===== src/sv/jsu_pkg.sv =====
`timescale 1ns / 1ps
// Types, character constants and small decode functions for the JSON string unescaper.
// No dependencies; used by jsu_core, json_string_unescape_top and jsu_chk.
package jsu_pkg;

  // Decoder phase
  typedef enum logic [2:0] {
    PH_IDLE = 3'd0,
    PH_LEAD = 3'd1,
    PH_BODY = 3'd2,
    PH_ESC  = 3'd3,
    PH_HEX  = 3'd4,
    PH_SKIP = 3'd5
  } phase_e;

  // Result status codes
  typedef enum logic [2:0] {
    ST_BYTE       = 3'd0,
    ST_COMPLETE   = 3'd1,
    ST_NOT_STRING = 3'd2,
    ST_UNTERM     = 3'd3,
    ST_TRUNC      = 3'd4
  } status_e;

  localparam int unsigned MaxRes = 3;

  // Characters and UTF-8 constants
  localparam logic [7:0] ChQuote  = 8'h22;
  localparam logic [7:0] ChBslash = 8'h5C;
  localparam logic [7:0] ChU      = 8'h75;
  localparam logic [7:0] ChQmark  = 8'h3F;
  localparam logic [7:0] ChSpace  = 8'h20;
  localparam logic [15:0] Utf8Max1 = 16'h007F;
  localparam logic [15:0] Utf8Max2 = 16'h07FF;
  localparam logic [7:0] Utf8Lead2 = 8'hC0;
  localparam logic [7:0] Utf8Lead3 = 8'hE0;
  localparam logic [7:0] Utf8Cont  = 8'h80;

  typedef struct packed {
    logic [7:0] out_byte;
    status_e    status;
    logic       last;
  } res_t;

  // Up to three result items produced by one input transaction
  typedef struct packed {
    res_t [MaxRes-1:0] ent;
    logic [1:0]        cnt;
  } bundle_t;

  typedef struct packed {
    logic       ok;
    logic [3:0] val;
  } hex_t;

  function automatic bundle_t push(bundle_t b, logic [7:0] byte_val, status_e st,
                                   logic lst);
    bundle_t r;
    r = b;
    r.ent[b.cnt].out_byte = byte_val;
    r.ent[b.cnt].status   = st;
    r.ent[b.cnt].last     = lst;
    r.cnt = b.cnt + 2'd1;
    return r;
  endfunction

  function automatic hex_t hex_digit(logic [7:0] b);
    hex_t h;
    h = '0;
    if (b inside {[8'h30:8'h39]}) begin
      h.ok  = 1'b1;
      h.val = 4'(b - 8'h30);
    end else if (b inside {[8'h61:8'h66]}) begin
      h.ok  = 1'b1;
      h.val = 4'(b - 8'h57);
    end else if (b inside {[8'h41:8'h46]}) begin
      h.ok  = 1'b1;
      h.val = 4'(b - 8'h37);
    end
    return h;
  endfunction

  function automatic logic is_space(logic [7:0] b);
    return b inside {ChSpace, [8'h09:8'h0D]};
  endfunction

  function automatic logic [7:0] unescape(logic [7:0] b);
    logic [7:0] r;
    case (b)
      8'h62:   r = 8'h08;
      8'h66:   r = 8'h0C;
      8'h6E:   r = 8'h0A;
      8'h72:   r = 8'h0D;
      8'h74:   r = 8'h09;
      default: r = b;
    endcase
    return r;
  endfunction

endpackage


===== src/sv/jsu_core.sv =====
`timescale 1ns / 1ps
// Decoder state and the single-pass step logic of the JSON string unescaper.
// Depends on jsu_pkg; instantiated by json_string_unescape_top.
module jsu_core #(
  parameter int unsigned COUNT_BITS = 16
) (
  input  logic             clk_i,
  input  logic             rst_ni,
  input  logic             step_i,
  input  logic [7:0]       data_byte_i,
  input  logic             begin_req_i,
  input  logic             end_of_data_i,
  input  logic [15:0]      max_out_bytes_i,
  output jsu_pkg::bundle_t res_o
);
  import jsu_pkg::*;

  localparam logic [31:0] CntMask = 32'hFFFF_FFFF >> (32 - COUNT_BITS);

  phase_e                phase_q, phase_d, ph_cur;
  logic [2:0]            hc_q, hc_d, hc_cur;
  logic [15:0]           hv_q, hv_d, hv_cur;
  logic [2:0]            hds_q, hds_d, hds_cur;
  logic                  hs_q, hs_d, hs_cur;
  logic [COUNT_BITS-1:0] oc_q, oc_d, oc_cur;
  logic                  se_q, se_d, se_cur;

  logic [31:0]           lim_wide;
  logic [COUNT_BITS-1:0] limit;
  hex_t                  hd;
  logic [15:0]           cp;
  logic [1:0]            cp_len;
  logic [COUNT_BITS+1:0] need;
  bundle_t               bnd;

  // Clip the configured limit to the counter range
  assign lim_wide = (32'(max_out_bytes_i) > CntMask) ? CntMask : 32'(max_out_bytes_i);
  assign limit    = lim_wide[COUNT_BITS-1:0];
  assign hd       = hex_digit(data_byte_i);

  // Apply a begin request before anything else
  always_comb begin
    ph_cur  = phase_q;
    hc_cur  = hc_q;
    hv_cur  = hv_q;
    hds_cur = hds_q;
    hs_cur  = hs_q;
    oc_cur  = oc_q;
    se_cur  = se_q;
    if (begin_req_i) begin
      ph_cur  = PH_LEAD;
      hc_cur  = '0;
      hv_cur  = '0;
      hds_cur = '0;
      hs_cur  = 1'b0;
      oc_cur  = '0;
      se_cur  = 1'b0;
    end
  end

  // Code point after this byte's hex digit, and its UTF-8 length and fit
  always_comb begin
    cp = hv_cur;
    if (!hs_cur && hd.ok) cp = {hv_cur[11:0], hd.val};
    if (cp <= Utf8Max1)      cp_len = 2'd1;
    else if (cp <= Utf8Max2) cp_len = 2'd2;
    else                     cp_len = 2'd3;
    need = {2'b00, oc_cur} + (COUNT_BITS+2)'(cp_len);
  end

  // Decode one byte or end mark
  always_comb begin
    phase_d = ph_cur;
    hc_d    = hc_cur;
    hv_d    = hv_cur;
    hds_d   = hds_cur;
    hs_d    = hs_cur;
    oc_d    = oc_cur;
    se_d    = se_cur;
    bnd     = '0;
    if (ph_cur == PH_IDLE) begin
      phase_d = PH_IDLE;
    end else if (end_of_data_i) begin
      case (ph_cur)
        PH_LEAD: bnd = push(bnd, 8'h00, ST_NOT_STRING, 1'b1);
        PH_SKIP: bnd = push(bnd, 8'h00, ST_TRUNC, 1'b1);
        PH_ESC: begin
          bnd  = push(bnd, ChBslash, ST_BYTE, 1'b0);
          oc_d = oc_cur + COUNT_BITS'(1);
          bnd  = push(bnd, 8'h00, ST_UNTERM, 1'b1);
        end
        PH_HEX: begin
          if (oc_cur < limit) begin
            bnd  = push(bnd, ChQmark, ST_BYTE, 1'b0);
            oc_d = oc_cur + COUNT_BITS'(1);
          end
          bnd = push(bnd, 8'h00, ST_UNTERM, 1'b1);
        end
        default: bnd = push(bnd, 8'h00, ST_UNTERM, 1'b1);
      endcase
      phase_d = PH_IDLE;
    end else begin
      case (ph_cur)
        PH_LEAD: begin
          if (data_byte_i == ChQuote) begin
            phase_d = PH_BODY;
          end else if (!is_space(data_byte_i)) begin
            bnd     = push(bnd, 8'h00, ST_NOT_STRING, 1'b1);
            phase_d = PH_IDLE;
          end
        end
        PH_BODY: begin
          if (data_byte_i == ChQuote) begin
            bnd     = push(bnd, 8'h00, ST_COMPLETE, 1'b1);
            phase_d = PH_IDLE;
          end else if (oc_cur >= limit) begin
            // overflow: drop the rest, tracking escapes
            phase_d = PH_SKIP;
            hc_d    = '0;
            se_d    = (data_byte_i == ChBslash);
          end else if (data_byte_i == ChBslash) begin
            phase_d = PH_ESC;
          end else begin
            bnd  = push(bnd, data_byte_i, ST_BYTE, 1'b0);
            oc_d = oc_cur + COUNT_BITS'(1);
          end
        end
        PH_ESC: begin
          if (data_byte_i == ChU) begin
            phase_d = PH_HEX;
            hc_d    = '0;
            hv_d    = '0;
            hds_d   = '0;
            hs_d    = 1'b0;
          end else begin
            bnd     = push(bnd, unescape(data_byte_i), ST_BYTE, 1'b0);
            oc_d    = oc_cur + COUNT_BITS'(1);
            phase_d = PH_BODY;
          end
        end
        PH_HEX: begin
          if (!hs_cur && hd.ok) begin
            hv_d  = cp;
            hds_d = hds_cur + 3'd1;
          end else begin
            hs_d = 1'b1;
          end
          hc_d = hc_cur + 3'd1;
          if (hc_d == 3'd4) begin
            // fourth byte: emit the code point, or a question mark if there is room
            hc_d    = '0;
            phase_d = PH_BODY;
            if (hds_d == 3'd0 || need > {2'b00, limit}) begin
              if (oc_cur < limit) begin
                bnd  = push(bnd, ChQmark, ST_BYTE, 1'b0);
                oc_d = oc_cur + COUNT_BITS'(1);
              end
            end else begin
              case (cp_len)
                2'd1: bnd = push(bnd, cp[7:0], ST_BYTE, 1'b0);
                2'd2: begin
                  bnd = push(bnd, Utf8Lead2 | {3'b000, cp[10:6]}, ST_BYTE, 1'b0);
                  bnd = push(bnd, Utf8Cont | {2'b00, cp[5:0]}, ST_BYTE, 1'b0);
                end
                default: begin
                  bnd = push(bnd, Utf8Lead3 | {4'b0000, cp[15:12]}, ST_BYTE, 1'b0);
                  bnd = push(bnd, Utf8Cont | {2'b00, cp[11:6]}, ST_BYTE, 1'b0);
                  bnd = push(bnd, Utf8Cont | {2'b00, cp[5:0]}, ST_BYTE, 1'b0);
                end
              endcase
              oc_d = oc_cur + COUNT_BITS'(cp_len);
            end
          end
        end
        PH_SKIP: begin
          if (hc_cur != 3'd0) begin
            hc_d = hc_cur - 3'd1;
          end else if (se_cur) begin
            se_d = 1'b0;
            if (data_byte_i == ChU) hc_d = 3'd4;
          end else if (data_byte_i == ChQuote) begin
            bnd     = push(bnd, 8'h00, ST_TRUNC, 1'b1);
            phase_d = PH_IDLE;
          end else if (data_byte_i == ChBslash) begin
            se_d = 1'b1;
          end
        end
        default: phase_d = PH_IDLE;
      endcase
    end
  end

  assign res_o = bnd;

  // Advance the decoder state on each step
  always_ff @(posedge clk_i or negedge rst_ni) begin
    if (!rst_ni) begin
      phase_q <= PH_IDLE;
      hc_q    <= '0;
      hv_q    <= '0;
      hds_q   <= '0;
      hs_q    <= 1'b0;
      oc_q    <= '0;
      se_q    <= 1'b0;
    end else if (step_i) begin
      phase_q <= phase_d;
      hc_q    <= hc_d;
      hv_q    <= hv_d;
      hds_q   <= hds_d;
      hs_q    <= hs_d;
      oc_q    <= oc_d;
      se_q    <= se_d;
    end
  end

endmodule


===== src/sv/json_string_unescape_top.sv =====
`timescale 1ns / 1ps
// Top level of the JSON string unescaper: input register, result buffer, config register.
// Depends on jsu_pkg and jsu_core.

// Accepts one byte of JSON text per cycle while in_ready_o is high and returns decoded
// bytes and one status item per string. An accepted transaction is registered, decoded
// in a single pass and its results land in a three-entry result buffer. Most bytes yield
// zero or one result and stream at one per cycle unless the output stalls; a \uXXXX that
// expands to two or three UTF-8 bytes, or an end of data after a pending escape, yields
// up to three results, and then the input side waits while the single output port drains
// them. The input register lets one new byte in while results wait. The user must write
// max_out_bytes through the config channel only while the block is idle; not enforced.
module json_string_unescape_top #(
  parameter int unsigned COUNT_BITS = 16
) (
  input  logic        clk_i,
  input  logic        rst_ni,
  input  logic        in_valid_i,
  output logic        in_ready_o,
  input  logic [7:0]  data_byte_i,
  input  logic        begin_req_i,
  input  logic        end_of_data_i,
  output logic        out_valid_o,
  input  logic        out_ready_i,
  output logic [7:0]  out_byte_o,
  output logic [2:0]  status_o,
  output logic        last_o,
  input  logic        cfg_valid_i,
  output logic        cfg_ready_o,
  input  logic [15:0] cfg_data_i
);
  import jsu_pkg::*;

  logic        in_vld_q, in_vld_d;
  logic [7:0]  in_data_q;
  logic        in_begin_q, in_end_q;
  logic [15:0] max_q;
  bundle_t     bnd_q, bnd_d;
  bundle_t     step_res;
  logic        in_fire, out_fire, bnd_free, advance;

  assign cfg_ready_o = 1'b1;
  assign in_fire     = in_valid_i && in_ready_o;
  assign out_fire    = out_valid_o && out_ready_i;
  assign bnd_free    = (bnd_q.cnt == 2'd0) || (bnd_q.cnt == 2'd1 && out_ready_i);
  assign advance     = in_vld_q && (step_res.cnt == 2'd0 || bnd_free);
  assign in_ready_o  = !in_vld_q || advance;

  jsu_core #(
    .COUNT_BITS(COUNT_BITS)
  ) u_core (
    .clk_i          (clk_i),
    .rst_ni         (rst_ni),
    .step_i         (advance),
    .data_byte_i    (in_data_q),
    .begin_req_i    (in_begin_q),
    .end_of_data_i  (in_end_q),
    .max_out_bytes_i(max_q),
    .res_o          (step_res)
  );

  // Hold the configured limit
  always_ff @(posedge clk_i or negedge rst_ni) begin
    if (!rst_ni) begin
      max_q <= 16'd255;
    end else if (cfg_valid_i && cfg_ready_o) begin
      max_q <= cfg_data_i;
    end
  end

  // Capture one input transaction
  assign in_vld_d = in_fire ? 1'b1 : (advance ? 1'b0 : in_vld_q);

  always_ff @(posedge clk_i or negedge rst_ni) begin
    if (!rst_ni) begin
      in_vld_q <= 1'b0;
    end else begin
      in_vld_q <= in_vld_d;
    end
  end

  always_ff @(posedge clk_i) begin
    if (in_fire) begin
      in_data_q  <= data_byte_i;
      in_begin_q <= begin_req_i;
      in_end_q   <= end_of_data_i;
    end
  end

  // Drain the result buffer one entry per transaction, refill from the decoder
  always_comb begin
    bnd_d = bnd_q;
    if (out_fire) begin
      bnd_d.ent[0] = bnd_q.ent[1];
      bnd_d.ent[1] = bnd_q.ent[2];
      bnd_d.cnt    = bnd_q.cnt - 2'd1;
    end
    if (advance && step_res.cnt != 2'd0) bnd_d = step_res;
  end

  always_ff @(posedge clk_i or negedge rst_ni) begin
    if (!rst_ni) begin
      bnd_q <= '0;
    end else begin
      bnd_q <= bnd_d;
    end
  end

  assign out_valid_o = (bnd_q.cnt != 2'd0);
  assign out_byte_o  = bnd_q.ent[0].out_byte;
  assign status_o    = bnd_q.ent[0].status;
  assign last_o      = bnd_q.ent[0].last;

endmodule


===== config.mk =====
export PLATFORM = sky130hd
export DESIGN_NAME = json_string_unescape_top
export DESIGN_NICKNAME = d
export VERILOG_FILES = /design/src/sv/jsu_pkg.sv /design/src/sv/jsu_core.sv /design/src/sv/json_string_unescape_top.sv
export SDC_FILE = /design/constraint.sdc
export NUM_CORES = 1
export LEC_CHECK = 0
export BUFFER_PORTS_ARGS = -buffer_cell sky130_fd_sc_hd__buf_2
export CAP_MARGIN = 30
export CORE_UTILIZATION = 65
export CTS_CLUSTER_SIZE = 20
export DETAILED_ROUTE_END_ITERATION = 7
export GPL_TIMING_DRIVEN = 0
export PLACE_DENSITY = 0.8
export SLEW_MARGIN = 20
export SYNTH_ARGS = -nofsm -noshare
export SYNTH_HDL_FRONTEND = slang
export SYNTH_HIERARCHICAL = 1
export SYNTH_SLANG_ARGS = --single-unit

===== constraint.sdc =====
create_clock -name clk_i -period 16.7 [get_ports clk_i]
set_input_delay 0.835 -clock clk_i [delete_from_list [all_inputs] [get_ports clk_i]]
set_output_delay 0.835 -clock clk_i [all_outputs]
set_load 0.1 [all_outputs]

### Word-level counts from Yosys, hierarchy flattened

Cells that the tools add are included.

| storage, ports and cells | value |
|---|---|
| input port bits | 31 |
| output and inout bits | 15 |
| word-level logic and storage cells | 201 |
| register bits after elaboration | 108 |

| cells by class | value |
|---|---|
| reductions and logical operators | 27 |
| eq/ne operators | 18 |
| mux-type cells | 108 |
| add/sub/neg operators | 11 |
| order comparisons | 15 |

Operators with widths:

| operator | number |
|---|---|
| 2-to-1 mux 38 bit | 12 |
| 2-to-1 mux 16 bit | 16 |
| case mux 38 bit (5 select lines) | 1 |
| case mux 38 bit (4 select lines) | 1 |
| bitwise mux 36 bit | 3 |
| 2-to-1 mux 3 bit | 31 |
| case mux 38 bit (2 select lines) | 1 |
| demux 12 bit (select 2 bit) | 3 |
| case mux 16 bit (2 select lines) | 2 |
| equality test 8 x 7 -> 1 bit, second input constant | 7 |
| 2-to-1 mux 26 bit | 2 |
| case mux 16 bit (3 select lines) | 1 |
| case mux 8 bit (5 select lines) | 1 |
| 2-to-1 mux 14 bit | 2 |
| 2-to-1 mux 12 bit | 2 |
| 2-to-1 mux 5 bit | 4 |
| > comparator 18 x 16 -> 1 bit | 1 |
| 2-to-1 mux 1 bit | 18 |
| adder 16 x 2 -> 17 bit | 1 |
| adder 16 x 1 -> 16 bit, second input constant | 1 |
| adder 16 x 2 -> 16 bit | 1 |
| equality test 8 x 6 -> 1 bit, second input constant | 2 |
| >= comparator 16 bit | 1 |
| >= comparator 8 x 7 -> 1 bit, second input constant | 2 |
| 35 further kinds | 63 |

### Longest topological paths before layout

| depth | value |
|---|---|
| word-level depth | 24 |
| depth in mapped cells | 36 |
| mapped depth without buffers | 31 |

### Modules after synthesis

The synthesis kept the hierarchy.

By module, submodules not included:

| module | seq. area each (sq um) | area each (sq um) | cells each | times used |
|---|---|---|---|---|
| jsu_core | 1,076.0 | 6,490.0 | 931 | 1 |
| json_string_unescape_top | 1,686.6 | 3,065.4 | 186 | 1 |

### Worst setup path after synthesis

Ideal clock, no wire load.

| timing | value |
|---|---|
| kind | register -> output |
| start point | register in_data_q[0] |
| end point | output in_ready_o |
| buffers on the path | 4 |
| path slack | 8.977 ns |
| data required time | 15.865 ns |
| arrival | 6.888 ns |
| stages on the path, launching flop included | 32 |
| cells stage by stage | edfxtp_1 inv_1 ha_1 or3b_2 and3_1 clkbuf_1 o211ai_1 a21oi_1 or2_2 clkbuf_1 nand2_1 ha_1 fa_1 nand4b_2 or4_4 or3_4 xnor2_1 inv_1 ha_1 nand2_1 nor2_1 a41oi_1 a21bo_2 buf_1 nand3_2 buf_2 a21oi_1 o21ai_0 a31oi_1 o21ai_1 nor2_1 inv_1 |

RTL lines:

| element | line | source |
|---|---|---|
| start, declared | json_string_unescape_top.sv:35 | `logic [7:0] in_data_q;` |
| start signal, assigned | json_string_unescape_top.sv:84 | `in_data_q <= data_byte_i;` |
| end, declared | json_string_unescape_top.sv:19 | `output logic in_ready_o,` |

==> reports/qor.csv <==
stage,metric,value,unit
clock_tree,cts_root_buf,clkbuf_16,
flow_run,cap_violations,0,
sta,finalMaxSlewViolations,0,
sta,max_freq,91.9,MHz
routing,routed_wl,32.5,mm
floorplan,initial_core_util,0.678,
sta,hold_slack,0.312,ns
status,status,finished clean,
synthesis,synth.most_common_cell,nand2_1,
routing,drt_iter0_markers,1553,
clock_tree,post-cts-setup-buffer-count,0,
clock_tree,htreeDepth,3,
worst_setup_path,worstSetupEndpointType,register,
final_layout,syn_to_final_growth,8.85,%
synthesis,syn_avg_cell_area,8.55,um2
power_and_ir_drop,peakVddDrop,0.103,mV
final_layout,drive_gt1_frac,0.181,
synthesis,synth_edf_count,10,
global_route,overflow,0,
clock_tree,clk_latency,0.37,ns
synthesis,synth_commonest_cells,"nand2_1, dfrtp_1, nor2_1",
floorplan,io_pins,46,
worst_setup_path,worstPathMaxFanout,10,
routing,first_pass_iters,6,
placed_design,io_buffers,43,
clock_tree,postCtsResizedCells,0,
global_route,grt_pass1_wl,49.3,mm
hold_path,hold_class,in -> async,
sta,worst_slew_pin_slew,1.25,ns
worst_setup_path,worst-r2r-cell-count,36,
power_and_ir_drop,pwr-share-clk,0.169,
power_and_ir_drop,p_comb_frac,0.559,
global_route,antenna_found_initial,1,
placed_design,dpl-instance-area,10100,um2
clock_tree,tritoncts,yes,
synthesis,synthDistinctLibCells,90,
power_and_ir_drop,seqPwrFrac,0.271,
synthesis,synth_largest_area_cell,dfrtp_1,
sta,finalHoldViolations,0,
sta,setup_viol,0,
sta,skew,0.0134,ns
final_layout,fin_area,10400,um2
floorplan,die_y,123,um
power_and_ir_drop,p_per_area,127,nW/um2
worst_setup_path,reg2reg_slack,5.81,ns
routing,ant_nets,0,
placed_design,place_congestion,1.07,
worst_setup_path,cp_slowest_cell,nor2_1,
routing,wl_per_cell,23.7,um
synthesis,yosys.area.top_type_share,0.236,
worst_setup_path,crit_arrival,11.17,ns
power_and_ir_drop,p_switching,638,uW
clock_tree,ctsLongestPathBuffers,2,
routing,viasPerCell,7.10,
synthesis,synth_seq_cells,108,
global_route,first_global_vias,8941,
final_layout,fillCellCount,1080,
global_route,grtUsageTotal,0.438,
clock_tree,cts_sinks,108,
floorplan,die-area,15200,um2
final_layout,diodes,0,
worst_setup_path,worstReg2RegStart,in_data_q[0],
floorplan,rows,43,
final_layout,nets,1264,
sta,fin_tns_setup,0,ns
worst_setup_path,max_stage_delay,0.86,ns
synthesis,async_flop_share,0.907,
global_route,grt_start_max_net_pins,79,
routing,vias,9715,
routing,drc,0,
synthesis,yosys_warnings,6,
synthesis,synth.cell_area,9560,um2
synthesis,yosysSeqAreaShare,0.289,
sta,slew_headroom,0.169,
synthesis,syn_inst,1117,
sta,period_needed,10.89,ns
sta,finalCritPeriodShare,0.652,
placed_design,dp_hpwl,23.8,mm
power_and_ir_drop,p_leak,0.00461,uW
worst_setup_path,worstSetupPathType,reg -> reg,
power_and_ir_drop,internal_power,684,uW
worst_setup_path,r2r_end,u_core/oc_q[1],
synthesis,yosys-top-cells-area,"dfrtp_1, mux2_4, ha_1",
floorplan,core,14100,um2
synthesis,ys.flop_type,dfrtp_1,
final_layout,utilization,0.738,
sta,rsz0062_at_grt,no,
worst_setup_path,required,16.98,ns
worst_setup_path,startpoint_type,register,
clock_tree,cts_buffers,9,
clock_tree,cts_hold_buf,0,
floorplan,dieWidth,123,um
power_and_ir_drop,p_sw_frac,0.483,
clock_tree,clk_pin_slew_worst_paths,0.09,ns
worst max-delay path, delay by kind of cell (launching register included):
family	cells	cell delay (ns)
and+or+nand+nor	13	4.46
buffers and inverters	8	2.37
AOI/OAI and AO/OA	10	2.17
adders and majority gates	4	1.08
DFF	1	0.48
xor gates and xnor gates	1	0.22
cell type report:
class,instances,area (um2),share of cell area
multi-input combinational,871,6120,0.588
sequential,108,2760,0.266
buffer,83,470,0.0452
timing repair buffer,50,290,0.0279
clock buffer,10,239,0.0230
inverter,61,229,0.0220
tap,180,225,0.0217
clock inverter,6,63.8,0.00613
stage by stage:
step	power [uW]	worst slack (ns)	instances
after floorplan	891	8.98	1123
after global placement	1050	6.38	1346
after detailed placement	1070	6.33	1350
after CTS	1300	6.29	1366
after global routing	1380	5.53	1369
final	1320	5.81	1369
state kept, by name, indices dropped and copies added, names as in the netlist:
register / flops
u_core/oc_q: 16
u_core/phase_q: 3
in_end_q: 1
out_byte_o: 8
u_core/hv_q: 16
last_o: 1
in_vld_q: 1
bnd_q: 26
in_data_q: 8
max_q: 16
u_core/hds_q: 3
in_begin_q: 1
u_core/hc_q: 3
status_o: 3
u_core/hs_q: 1
u_core/se_q: 1
cell families (layout without fill, tap and decap cells):
family / after synthesis / count (layout) / synth area share
AOI/OAI and AO/OA: 324 / 324 / 0.226
xor gates and xnor gates: 23 / 23 / 0.0211
adders and majority gates: 49 / 49 / 0.0649
buffers and inverters: 144 / 210 / 0.0732
DFF: 108 / 108 / 0.289
muxes: 96 / 96 / 0.129
other: 2 / 8 / 0.000786
and+or+nand+nor: 371 / 371 / 0.196
how the worst max path moves through the flow:
stage / from / endpoint / slack, ns
after floorplan: in_data_q[0] / in_ready_o / 8.98
after global placement: in_data_q[0] / u_core/oc_q[1] / 6.38
after detailed placement: in_data_q[0] / u_core/oc_q[1] / 6.33
after CTS: in_data_q[0] / u_core/oc_q[1] / 6.29
after global routing: in_data_q[0] / u_core/oc_q[1] / 5.53
final: in_data_q[0] / u_core/oc_q[1] / 5.81
layout by cell type (no fill, tap or decap), types with 19 or more instances in the layout:
cell,n
nand3_1,33
nand4_1,24
buf_4,22
nor3_1,34
nand2_1,106
dfrtp_1,90
o21ai_0,74
mux2_4,46
buf_2,50
a21oi_1,74
clkbuf_1,45
ha_1,48
mux2i_1,19
inv_1,57
nor2_1,80
mux2_2,31
power by group through the flow:
stage                     Clock [uW]  Combinational (uW)  Sequential (uW)
after CTS                        226                 713              357
after global placement             0                 693              359
after detailed placement           0                 710              361
after global routing             234                 777              364
after floorplan                    0                 534              357
final                            224                 739              359
per-layer routing:
layer / track usage / part of all wire / vias up
met5: 0 / 0.00043 / -
met4: 0.182 / 0.041 / 2
met3: 0.162 / 0.14 / 152
met2: 0.653 / 0.43 / 786
met1: 0.568 / 0.38 / 4510
li1: - / - / 4265
No activity file was read; power rests on OpenSTA's default activity.
